File: config.mk
export PLATFORM = sky130hd
export DESIGN_NAME = sha1_digest_base64_unit_flat
export DESIGN_NICKNAME = d
export VERILOG_FILES = /design/src/sdb64_pkg.sv /design/src/sdb64_stream_if.sv /design/src/sha1_digest_base64_unit.sv /design/src/flat_wrapper.sv
export SDC_FILE = /design/constraint.sdc
export NUM_CORES = 2
export LEC_CHECK = 0
export CAP_MARGIN = 15
export CORE_MARGIN = 2
export CORE_UTILIZATION = 45
export DETAILED_ROUTE_END_ITERATION = 7
export DONT_BUFFER_PORTS = 1
export PLACE_DENSITY = 0.64
export SYNTH_ARGS = -nofsm -noshare
export SYNTH_HDL_FRONTEND = slang
export SYNTH_SLANG_ARGS = --single-unit
export TNS_END_PERCENT = 1
File: constraint.sdc
create_clock -name clk -period 17.24 [get_ports clk]
set_clock_uncertainty 0.1 [all_clocks]
set_input_delay 0.862 -clock clk [delete_from_list [all_inputs] [get_ports clk]]
set_output_delay 0.862 -clock clk [all_outputs]
set_load 0.1 [all_outputs]
File: src/sdb64_pkg.sv
//------------------------------------------------------------------------------
// sdb64_pkg: shared types and constants
// SHA-1 constants, base64 alphabet and sequencer states for the digest unit.
//------------------------------------------------------------------------------
package sdb64_pkg;

	typedef enum logic [2:0] {
		ST_IDLE,
		ST_ROUND,
		ST_FINAL,
		ST_PAD,
		ST_EMIT
	} state_t;

	localparam logic [31:0] IV0 = 32'h67452301;
	localparam logic [31:0] IV1 = 32'hefcdab89;
	localparam logic [31:0] IV2 = 32'h98badcfe;
	localparam logic [31:0] IV3 = 32'h10325476;
	localparam logic [31:0] IV4 = 32'hc3d2e1f0;

	localparam logic [31:0] K0 = 32'h5a827999;
	localparam logic [31:0] K1 = 32'h6ed9eba1;
	localparam logic [31:0] K2 = 32'h8f1bbcdc;
	localparam logic [31:0] K3 = 32'hca62c1d6;

	localparam logic [7:0] PAD_BYTE = 8'h80;
	localparam logic [6:0] CHAR_EQ = 7'h3d;
	localparam logic [4:0] NUM_CHARS = 5'd28;

	// Map a 6-bit value to its base64 character
	function automatic logic [6:0] b64_char(input logic [5:0] v);
		logic [6:0] r;
		begin
			if (v < 6'd26) r = 7'h41 + {1'b0, v};
			else if (v < 6'd52) r = 7'h61 + {1'b0, v} - 7'd26;
			else if (v < 6'd62) r = 7'h30 + {1'b0, v} - 7'd52;
			else if (v == 6'd62) r = 7'h2b;
			else r = 7'h2f;
			return r;
		end
	endfunction

endpackage

File: src/sdb64_stream_if.sv
//------------------------------------------------------------------------------
// sdb64_stream_if: valid/ready channel
// Two handshake channels: message bytes in, base64 characters out.
//------------------------------------------------------------------------------
interface sdb64_in_if;
	logic       valid;
	logic       ready;
	logic [7:0] msg_byte;
	logic       is_last;
	logic       no_byte;
	modport source (output valid, msg_byte, is_last, no_byte, input ready);
	modport sink   (input valid, msg_byte, is_last, no_byte, output ready);
endinterface

interface sdb64_out_if;
	logic       valid;
	logic       ready;
	logic [6:0] out_char;
	logic       last_char;
	modport source (output valid, out_char, last_char, input ready);
	modport sink   (input valid, out_char, last_char, output ready);
endinterface

File: src/sha1_digest_base64_unit.sv
//------------------------------------------------------------------------------
// sha1_digest_base64_unit: streaming SHA-1 with base64 digest output
// Hashes a byte stream and emits the digest as 28 base64 characters.
//------------------------------------------------------------------------------
// A byte is accepted whenever the unit is idle. The 64th byte of a block
// starts the shared round unit, which runs one SHA-1 round per cycle and
// then folds the result into the hash, with the input held off. The last
// item adds one or two padded blocks, each loaded in a pad state before its
// rounds, then 28 characters leave one per cycle as the output side accepts
// them.
module sha1_digest_base64_unit (
	input  logic               clk,
	input  logic               arst_n,
	sdb64_in_if.sink           in_ch,
	sdb64_out_if.source        out_ch
);

	sdb64_pkg::state_t state_q, state_d;

	logic [31:0] h_q [5];
	logic [31:0] w_q [16];
	logic [31:0] a_q, b_q, c_q, d_q, e_q;
	logic [60:0] cnt_q;
	logic [6:0]  rnd_q;
	logic        last_q;      // padding pending after current block
	logic        second_q;    // second pad block (length only) is needed
	logic [4:0]  chr_q;
	logic [167:0] dig_q;

	logic acc_in, acc_out;
	logic [5:0] pos;
	logic [31:0] wt, f, k, tmp, wnew;

	assign acc_in  = in_ch.valid && in_ch.ready;
	assign acc_out = out_ch.valid && out_ch.ready;
	assign pos     = cnt_q[5:0];

	assign in_ch.ready     = (state_q == sdb64_pkg::ST_IDLE);
	assign out_ch.valid    = (state_q == sdb64_pkg::ST_EMIT);
	assign out_ch.last_char = (chr_q == sdb64_pkg::NUM_CHARS - 5'd1);
	assign out_ch.out_char = out_ch.last_char ? sdb64_pkg::CHAR_EQ
		: sdb64_pkg::b64_char(dig_q[167:162]);

	// Shared round unit: message schedule and one compression round
	always_comb begin
		wnew = w_q[13] ^ w_q[8] ^ w_q[2] ^ w_q[0];
		wt   = (rnd_q < 7'd16) ? w_q[0] : {wnew[30:0], wnew[31]};
		if (rnd_q < 7'd20) begin
			f = (b_q & c_q) | (~b_q & d_q);
			k = sdb64_pkg::K0;
		end else if (rnd_q < 7'd40) begin
			f = b_q ^ c_q ^ d_q;
			k = sdb64_pkg::K1;
		end else if (rnd_q < 7'd60) begin
			f = (b_q & c_q) | (b_q & d_q) | (c_q & d_q);
			k = sdb64_pkg::K2;
		end else begin
			f = b_q ^ c_q ^ d_q;
			k = sdb64_pkg::K3;
		end
		tmp = {a_q[26:0], a_q[31:27]} + f + e_q + k + wt;
	end

	// Next state
	always_comb begin
		state_d = state_q;
		case (state_q)
			sdb64_pkg::ST_IDLE: begin
				if (acc_in) begin
					if (!in_ch.no_byte && pos == 6'd63) state_d = sdb64_pkg::ST_ROUND;
					else if (in_ch.is_last) state_d = sdb64_pkg::ST_PAD;
				end
			end
			sdb64_pkg::ST_ROUND: if (rnd_q == 7'd79) state_d = sdb64_pkg::ST_FINAL;
			sdb64_pkg::ST_FINAL: begin
				if (second_q || last_q) state_d = sdb64_pkg::ST_PAD;
				else if (chr_q == 5'd1) state_d = sdb64_pkg::ST_EMIT;
				else state_d = sdb64_pkg::ST_IDLE;
			end
			sdb64_pkg::ST_PAD: state_d = sdb64_pkg::ST_ROUND;
			sdb64_pkg::ST_EMIT: begin
				if (acc_out && out_ch.last_char) state_d = sdb64_pkg::ST_IDLE;
			end
			default: state_d = sdb64_pkg::ST_IDLE;
		endcase
	end

	always_ff @(posedge clk or negedge arst_n) begin
		if (!arst_n) state_q <= sdb64_pkg::ST_IDLE;
		else state_q <= state_d;
	end

	// Control registers
	always_ff @(posedge clk or negedge arst_n) begin
		if (!arst_n) begin
			cnt_q    <= '0;
			rnd_q    <= '0;
			last_q   <= 1'b0;
			second_q <= 1'b0;
			chr_q    <= '0;
			h_q[0] <= sdb64_pkg::IV0; h_q[1] <= sdb64_pkg::IV1;
			h_q[2] <= sdb64_pkg::IV2; h_q[3] <= sdb64_pkg::IV3;
			h_q[4] <= sdb64_pkg::IV4;
		end else begin
			case (state_q)
				sdb64_pkg::ST_IDLE: begin
					rnd_q <= '0;
					chr_q <= '0;
					if (acc_in) begin
						if (!in_ch.no_byte) cnt_q <= cnt_q + 61'd1;
						last_q <= in_ch.is_last;
					end
				end
				sdb64_pkg::ST_ROUND: rnd_q <= rnd_q + 7'd1;
				sdb64_pkg::ST_FINAL: begin
					h_q[0] <= h_q[0] + a_q; h_q[1] <= h_q[1] + b_q;
					h_q[2] <= h_q[2] + c_q; h_q[3] <= h_q[3] + d_q;
					h_q[4] <= h_q[4] + e_q;
					rnd_q <= '0;
					// chr_q==1 marks the closing block of a message
					if (!last_q && !second_q && chr_q == 5'd1) chr_q <= '0;
				end
				sdb64_pkg::ST_PAD: begin
					rnd_q <= '0;
					if (second_q) begin
						second_q <= 1'b0;
						chr_q    <= 5'd1;
					end else if (pos >= 6'd56) begin
						second_q <= 1'b1;
					end else begin
						chr_q <= 5'd1;
					end
					last_q <= 1'b0;
				end
				sdb64_pkg::ST_EMIT: begin
					if (acc_out) begin
						chr_q <= chr_q + 5'd1;
						if (out_ch.last_char) begin
							cnt_q <= '0;
							h_q[0] <= sdb64_pkg::IV0; h_q[1] <= sdb64_pkg::IV1;
							h_q[2] <= sdb64_pkg::IV2; h_q[3] <= sdb64_pkg::IV3;
							h_q[4] <= sdb64_pkg::IV4;
						end
					end
				end
				default: ;
			endcase
		end
	end

	// Payload: message window, working variables, digest shifter
	always_ff @(posedge clk) begin
		case (state_q)
			sdb64_pkg::ST_IDLE: begin
				if (acc_in && !in_ch.no_byte) begin
					case (pos[1:0])
						2'd0: w_q[pos[5:2]] <= {in_ch.msg_byte, 24'd0};
						2'd1: w_q[pos[5:2]][23:16] <= in_ch.msg_byte;
						2'd2: w_q[pos[5:2]][15:8] <= in_ch.msg_byte;
						default: w_q[pos[5:2]][7:0] <= in_ch.msg_byte;
					endcase
				end
				a_q <= h_q[0]; b_q <= h_q[1]; c_q <= h_q[2];
				d_q <= h_q[3]; e_q <= h_q[4];
			end
			sdb64_pkg::ST_ROUND: begin
				for (int i = 0; i < 15; i++) w_q[i] <= w_q[i+1];
				w_q[15] <= wt;
				e_q <= d_q; d_q <= c_q; c_q <= {b_q[1:0], b_q[31:2]};
				b_q <= a_q; a_q <= tmp;
			end
			sdb64_pkg::ST_FINAL: begin
				dig_q <= {h_q[0] + a_q, h_q[1] + b_q, h_q[2] + c_q,
					h_q[3] + d_q, h_q[4] + e_q, 8'd0};
			end
			sdb64_pkg::ST_PAD: begin
				// Load padding; the round window rotates fully, so index is absolute
				if (second_q) begin
					for (int i = 0; i < 14; i++) w_q[i] <= '0;
				end else begin
					for (int i = 0; i < 16; i++) begin
						if (i == int'(pos[5:2])) begin
							case (pos[1:0])
								2'd0: w_q[i] <= {sdb64_pkg::PAD_BYTE, 24'd0};
								2'd1: w_q[i][23:0] <= {sdb64_pkg::PAD_BYTE, 16'd0};
								2'd2: w_q[i][15:0] <= {sdb64_pkg::PAD_BYTE, 8'd0};
								default: w_q[i][7:0] <= sdb64_pkg::PAD_BYTE;
							endcase
						end else if (i > int'(pos[5:2]) && (i < 14 || pos >= 6'd56)) begin
							// Length words are loaded below when they fit here
							w_q[i] <= '0;
						end
					end
				end
				if (second_q || pos < 6'd56) begin
					w_q[14] <= cnt_q[60:29];
					w_q[15] <= {cnt_q[28:0], 3'd0};
				end
				a_q <= h_q[0]; b_q <= h_q[1]; c_q <= h_q[2];
				d_q <= h_q[3]; e_q <= h_q[4];
			end
			sdb64_pkg::ST_EMIT: if (acc_out) dig_q <= {dig_q[161:0], 6'd0};
			default: ;
		endcase
	end

`ifndef SYNTHESIS
	a_no_in_busy: assert property (@(posedge clk) disable iff (!arst_n)
		(state_q != sdb64_pkg::ST_IDLE) |-> !in_ch.ready)
		else $error("input ready while busy");
	a_round_range: assert property (@(posedge clk) disable iff (!arst_n)
		(state_q == sdb64_pkg::ST_ROUND) |-> (rnd_q < 7'd80))
		else $error("round counter overflow");
	a_emit_done: assert property (@(posedge clk) disable iff (!arst_n)
		(acc_out && out_ch.last_char) |=> (state_q == sdb64_pkg::ST_IDLE && cnt_q == '0))
		else $error("message not restarted after digest");
	a_chr_range: assert property (@(posedge clk) disable iff (!arst_n)
		(state_q == sdb64_pkg::ST_EMIT) |-> (chr_q < sdb64_pkg::NUM_CHARS))
		else $error("character index overflow");
`endif

endmodule

File: src/flat_wrapper.sv
// flat-port wrapper written by rule: the top's interface ports become plain ports
module sha1_digest_base64_unit_flat 
  (clk, arst_n, in_ch_valid, in_ch_msg_byte, in_ch_is_last, in_ch_no_byte, in_ch_ready, out_ch_valid, out_ch_out_char, out_ch_last_char, out_ch_ready);
  sdb64_in_if in_ch_i ();
  sdb64_out_if out_ch_i ();
  input  logic clk;
  input  logic arst_n;
  input wire logic [$bits(in_ch_i.valid)-1:0] in_ch_valid;
  input wire logic [$bits(in_ch_i.msg_byte)-1:0] in_ch_msg_byte;
  input wire logic [$bits(in_ch_i.is_last)-1:0] in_ch_is_last;
  input wire logic [$bits(in_ch_i.no_byte)-1:0] in_ch_no_byte;
  output wire logic [$bits(in_ch_i.ready)-1:0] in_ch_ready;
  output wire logic [$bits(out_ch_i.valid)-1:0] out_ch_valid;
  output wire logic [$bits(out_ch_i.out_char)-1:0] out_ch_out_char;
  output wire logic [$bits(out_ch_i.last_char)-1:0] out_ch_last_char;
  input wire logic [$bits(out_ch_i.ready)-1:0] out_ch_ready;
  assign in_ch_i.valid = in_ch_valid;
  assign in_ch_i.msg_byte = in_ch_msg_byte;
  assign in_ch_i.is_last = in_ch_is_last;
  assign in_ch_i.no_byte = in_ch_no_byte;
  assign in_ch_ready = in_ch_i.ready;
  assign out_ch_valid = out_ch_i.valid;
  assign out_ch_out_char = out_ch_i.out_char;
  assign out_ch_last_char = out_ch_i.last_char;
  assign out_ch_i.ready = out_ch_ready;
  sha1_digest_base64_unit u_core (.clk(clk), .arst_n(arst_n), .in_ch(in_ch_i), .out_ch(out_ch_i));
endmodule
# Word level (Yosys, flattened, before mapping)

Memories as Yosys holds them, arrays and structs flattened.
Index checks and enable logic that the tools add are counted.

Memory bits (read-only): 0
Memories kept: 1
Bits of input ports: 14
Bits in writable memories: 512
Output and inout bits: 10
Register bits: 566
Logic and storage cells: 841
Bits in latches: 0

Memories:

| memory     | words | width | read ports | clocked after Yosys merged registers in | write ports | line                          | source |
|---|---|---|---|---|---|---|---|
| u_core.w_q | 16    | 32    | 16         | 0                                       | 16          | sha1_digest_base64_unit.sv:21 | `logic [31:0] w_q [16];` |

Shifts and indexed selects: 0
Magnitude comparators: 24
$mul: 0
Eq/ne operators: 35
Bitwise logic cells: 162
Divide/modulo/power cells: 0
Reduce and logical (&&, ||, !) cells: 33
Add/sub/neg operators: 17
Mux-type cells: 552

Operators by type and width:

| operator                | number |
|---|---|
| $mux W32                | 37 |
| $mux W8                 | 87 |
| $mux W24                | 16 |
| $mux W1                 | 358 |
| $pmux W168 S2           | 1 |
| $mux W160               | 2 |
| $pmux W160 S2           | 1 |
| $pmux W32 S2            | 5 |
| $add A32 B32 Y32        | 9 |
| $mux W16                | 16 |
| $mux W61                | 4 |
| $mux W168               | 1 |
| $xor A32 B32 Y32        | 5 |
| $or A1 B1 Y1            | 149 |
| $and A32 B32 Y32        | 4 |
| $pmux W61 S2            | 1 |
| $or A32 B32 Y32         | 3 |
| $add A61 B1 Y61 const B | 1 |
| $eq A4 B4 Y1 const A    | 8 |
| $gt A4 B4 Y1 const A    | 8 |
| $not A32 Y32            | 1 |
| $reduce_or A32 Y1       | 1 |
| $mux W31                | 1 |
| $mux W7                 | 4 |
| other kinds (51)        | 100 |

# Depth between registers and ports, before layout

Word-level depth: 12
Depth in mapped cells: 26
Depth with buffers taken out: 24

# Least setup slack after synthesis

OpenSTA, ideal clock, no wires.

Kind: reg-to-reg
Start point: register u_core.state_q[0]
End point: register u_core.a_q[0], enable pin
Clock period less this slack: 7.444 ns
Data arrival time: 6.818 ns
Stages on the path, launching flop included: 7
Data required time: 16.614 ns
Setup time: 0.526 ns
Setup slack: 9.796 ns
Path through: dfrtp_1 -> clkbuf_1 -> nor3_1 -> nor2_1 -> clkbuf_1 -> clkbuf_1 -> nand2_1

Longest elaborated chain between the ends: 3
Elaborated cells between the ends (all ways): 5

RTL lines:

| item                         | line                           | source |
|---|---|---|
| start: declaration           | sha1_digest_base64_unit.sv:18  | `sdb64_pkg::state_t state_q, state_d;` |
| start signal: assignment     | sha1_digest_base64_unit.sv:89  | `if (!arst_n) state_q <= sdb64_pkg::ST_IDLE;` |
| start signal: assignment     | sha1_digest_base64_unit.sv:90  | `else state_q <= state_d;` |
| $logic_not A3 Y1             | --                             |  |
| net in_ch_ready              | flat_wrapper.sv:12             | `output wire logic [$bits(in_ch_i.ready)-1:0] in_ch_ready;` |
| $reduce_or A2 Y1 (no line)   | --                             |  |
| $reduce_bool A2 Y1 (no line) | --                             |  |
| end signal: assignment       | sha1_digest_base64_unit.sv:163 | `a_q <= h_q[0]; b_q <= h_q[1]; c_q <= h_q[2];` |
| end signal: assignment       | sha1_digest_base64_unit.sv:170 | `b_q <= a_q; a_q <= tmp;` |
| end signal: assignment       | sha1_digest_base64_unit.sv:199 | `a_q <= h_q[0]; b_q <= h_q[1]; c_q <= h_q[2];` |
| end: declaration             | sha1_digest_base64_unit.sv:22  | `logic [31:0] a_q, b_q, c_q, d_q, e_q;` |

The timed path passes the listed nets, and every way through them passes these cells.
A chain may end at the register's enable or synchronous reset.

# Worst setup path in the final report

Start point: register u_core.rnd_q[4]
End point: register u_core.a_q[30], data pin

Longest elaborated chain between the ends: 9
Elaborated cells between the ends (all ways): 16

RTL lines:

| item                          | line                           | source |
|---|---|---|
| start: declaration            | sha1_digest_base64_unit.sv:24  | `logic [6:0] rnd_q;` |
| start signal: assignment      | sha1_digest_base64_unit.sv:114 | `sdb64_pkg::ST_ROUND: rnd_q <= rnd_q + 7'd1;` |
| $lt A7 B6 Y1                  | sha1_digest_base64_unit.sv:54  | `end else if (rnd_q < 7'd60) begin` |
| $mux W32                      | sha1_digest_base64_unit.sv:54  |  |
| $mux W32                      | sha1_digest_base64_unit.sv:51  | `end else if (rnd_q < 7'd40) begin` |
| $mux W32                      | sha1_digest_base64_unit.sv:48  | `if (rnd_q < 7'd20) begin` |
| $add A32 B32 Y32 (3 in a row) | sha1_digest_base64_unit.sv:61  | `tmp = {a_q[26:0], a_q[31:27]} + f + e_q + k + wt;` |
| $add A32 B32 Y32 (*)          | sha1_digest_base64_unit.sv:61  |  |
| $pmux W32 S2 (*)              | sha1_digest_base64_unit.sv:153 | `case (state_q)` |

Every way passes the cells marked *; elsewhere a longest branch is shown, timed or not.

==> impl_metrics.yaml <==
synthesis:
  synth_top_area_share_pct: 28.0
  synthMostInstantiatedCell: "nand2_1"
  yosys_most_used_dff: "edfxtp_1"
  ys_seq_area_share_pct: 47.8
  synth_commonest_cells: "1197 x nand2_1, 754 x nor2_1, 551 x edfxtp_1"
  synthCells: 6246
  netlist_top_cells_area: "edfxtp_1 28%, dfxtp_1 9.5%, nand2_1 7.6%, dfrtp_1 6.7%, ha_1 4.9%"
  synth.cell_area_sq_um: 59000
  yosys_warnings: 0
  synth_cell_types: 97
  ys_async_sr_fraction_pct: 22.2
  synth_top_area_cell: "edfxtp_1"
  ys_ff_latch: 1070
  syn_area_per_cell_sq_um: 9.45
  synth_edf_count: 551
  syn-num-nets: 6617
sta:
  relSlewSlack_pct: 17.6
  setup_tns_ps: 0
  fin_crit_sh_pct: 40.1
  slew_viol_final: 0
  worst_pin_slew_ps: 1230
  rsz0062_at_grt: "no"
  max_freq_ghz: 0.145
  finalHoldViolations: 0
  setup_viol: 0
  post-route-min-period_ps: 6910
worst_setup_path:
  r2r_end: "u_core.a_q[30]"
  crit_type: "reg2reg"
  endpoint_kind: "flip-flop"
  cp.required_ps: 17610
  cp_max_fo: 37
  worst_ep_arrival_time_ps: 7280
  r2r-start: "u_core.rnd_q[4]"
  reg2reg_depth: 24
  cp-start-kind: "flip-flop"
  r2r_slack_ps: 10330
cts:
  clock_sinks: 1070
  cts_buffer_depth: 3
  cts_setup_buffers: 0
  cts_buffers: 116
  cts-root-buf: "clkbuf_16"
  clkSlewWorstSetupHoldPaths_ps: 60
  htreeDepth: 3
  tritoncts: "yes"
  clk_latency_ps: 790
min_path:
  hold_depth: 2
  hp-class: "in2reg"
  hp-start: "in_ch_valid"
  worst_hold_path.endpoint: "u_core.last_q"
floorplan:
  io_pins: 24
  die-width_um: 366
  core-area_sq_um: 130000
  dieArea_sq_um: 134000
  die_h_um: 366
  rows: 132
  initial_core_util_pct: 45.5
route:
  vias_per_cell: 6.04
  antenna_left: 0
  avgRoutedWirePerCell_um: 24.5
  vias: 48200
  drtIter0Drc: 6444
  dr.pass1.iters: 7
  drc_errors: 0
  wl_mm: 195
global_routing:
  grt_pass1_vias: 44900
  top_usage_layer: "met2"
  grt_usage_pct: 28.4
  grt_start_max_net_pins: 239
  grt_first_pass_wirelength_mm: 291
  use_met3_pct: 5.15
  grt.overflow.total: 0
  grt_use_met2_pct: 42.4
  use_met1_pct: 41.5
  antenna_found_initial: 1
placed_design:
  routabilityCongestion: 0.988
  io_buffers: 0
  hpwl_mm: 138
layout:
  nets: 6492
  areaGrowthSynthToFinish_pct: 9.93
  drive_gt1_share_pct: 7.12
flow_run:
  maxCapViolCount: 0
status:
  status: "finished, final reports clean"
state kept, by name, summed over array words and instances, names as in the netlist:
register and cells:
u_core.e_q 32, u_core.chr_q 5, u_core.c_q 32, u_core.rnd_q 7
u_core.w_q 512, u_core.cnt_q 61, u_core.state_q 3, u_core.last_q 1
u_core.second_q 1, u_core.b_q 32, u_core.h_q 160, u_core.a_q 32
u_core.d_q 32, u_core.dig_q 160
metal layers:
| layer | vias up | wire, um |
|---|---|---|
| li1 | 21800 | - |
| met1 | 23700 | 84800 |
| met2 | 2297 | 83900 |
| met3 | 354 | 18900 |
| met4 | 0 | 7330 |
| met5 | - | 0 |
cell usage in the layout (no fill, tap or decap), types with 56 or more instances in the layout:
cell / count
xor2_1: 112
dfrtp_1: 158
a221oi_1: 173
a21o_1: 117
nand2_1: 1195
buf_4: 89
nor2_1: 748
ha_1: 233
inv_1: 237
nor2b_1: 56
nand2b_1: 60
dfstp_2: 80
a221o_1: 70
clkbuf_16: 123
nand3_1: 69
dfxtp_1: 281
o21ai_0: 389
edfxtp_1: 551
xnor2_1: 212
a22oi_1: 67
fa_1: 124
a21oi_1: 385
critical path, cell delays in order (launching register included):
cell and delay, ps:
dfrtp_1 500, a41oi_1 550, nand2_1 100, buf_4 290, nand2_1 110, buf_4 360, nor2_1 70, nor2_1 150
fa_1 460, fa_1 550, inv_1 60, fa_1 590, inv_1 60, ha_1 270, a21o_1 110, a21oi_1 80
nor2b_1 120, o21a_1 180, o2111ai_1 230, a311oi_1 740, a21oi_1 230, o21ai_0 290, a41oi_1 160, xor2_1 140
o21ai_0 80
worst max-delay path by stage:
stage / from / end / slack [ps] / depth (start not counted)
finish: u_core.rnd_q[4] / u_core.a_q[30] / 10330 / 24
detailed placement: u_core.rnd_q[4] / u_core.a_q[30] / 10430 / 24
floorplan: u_core.state_q[0] / u_core.a_q[0] / 9800 / 6
CTS: u_core.rnd_q[4] / u_core.a_q[30] / 10390 / 24
global placement: u_core.rnd_q[5] / u_core.a_q[30] / 10540 / 24
global route: u_core.rnd_q[4] / u_core.a_q[30] / 9750 / 24
per-stage QoR:
stage                     area [sq um]  hold WS, ps  instances  utilization (%)  setup slack [ps]
final                            64900          128       7968             50.0             10330
after global routing             64900          119       7967             50.0              9750
after CTS                        64700          101       7949             49.9             10390
after detailed placement         60700          341       7726             46.7             10430
after global placement           60600          337       7724             46.7             10540
after floorplan                  59000          325       6246                -              9800
kinds of logic after synthesis:
group                    after synthesis  share of synthesized area (%)
adder cells (fa/ha/maj)              357                           9.14
XOR/XNOR                             324                           4.81
AO/OA/AOI/OAI                       1568                           17.8
multiplexers                          21                          0.375
flip-flops                          1070                           47.8
AND/OR/NAND/NOR                     2328                           16.4
buffers and inverters                578                           3.73
repair_timing:
item / 4_1_cts / 5_1_grt
endpoints found under the setup margin: 0 / 0
gates resized for setup: 0 / 0
hold endpoints to repair: 238 / 16
hold buffers: 1 / 1
cell type report:
type / instances / area (sq um)
fillers: 12000 / 64900
flip-flops and latches: 1070 / 28200
inverters: 238 / 901
well taps: 1742 / 2180
clock buffers: 166 / 3410
diodes: 1 / 2.50
repair buffers: 97 / 821
clock inverters: 56 / 626
multi-input cells: 4598 / 28700
Power is not shown: default switching activity piles up to over one toggle a cycle in this logic, so the estimate is an artifact.
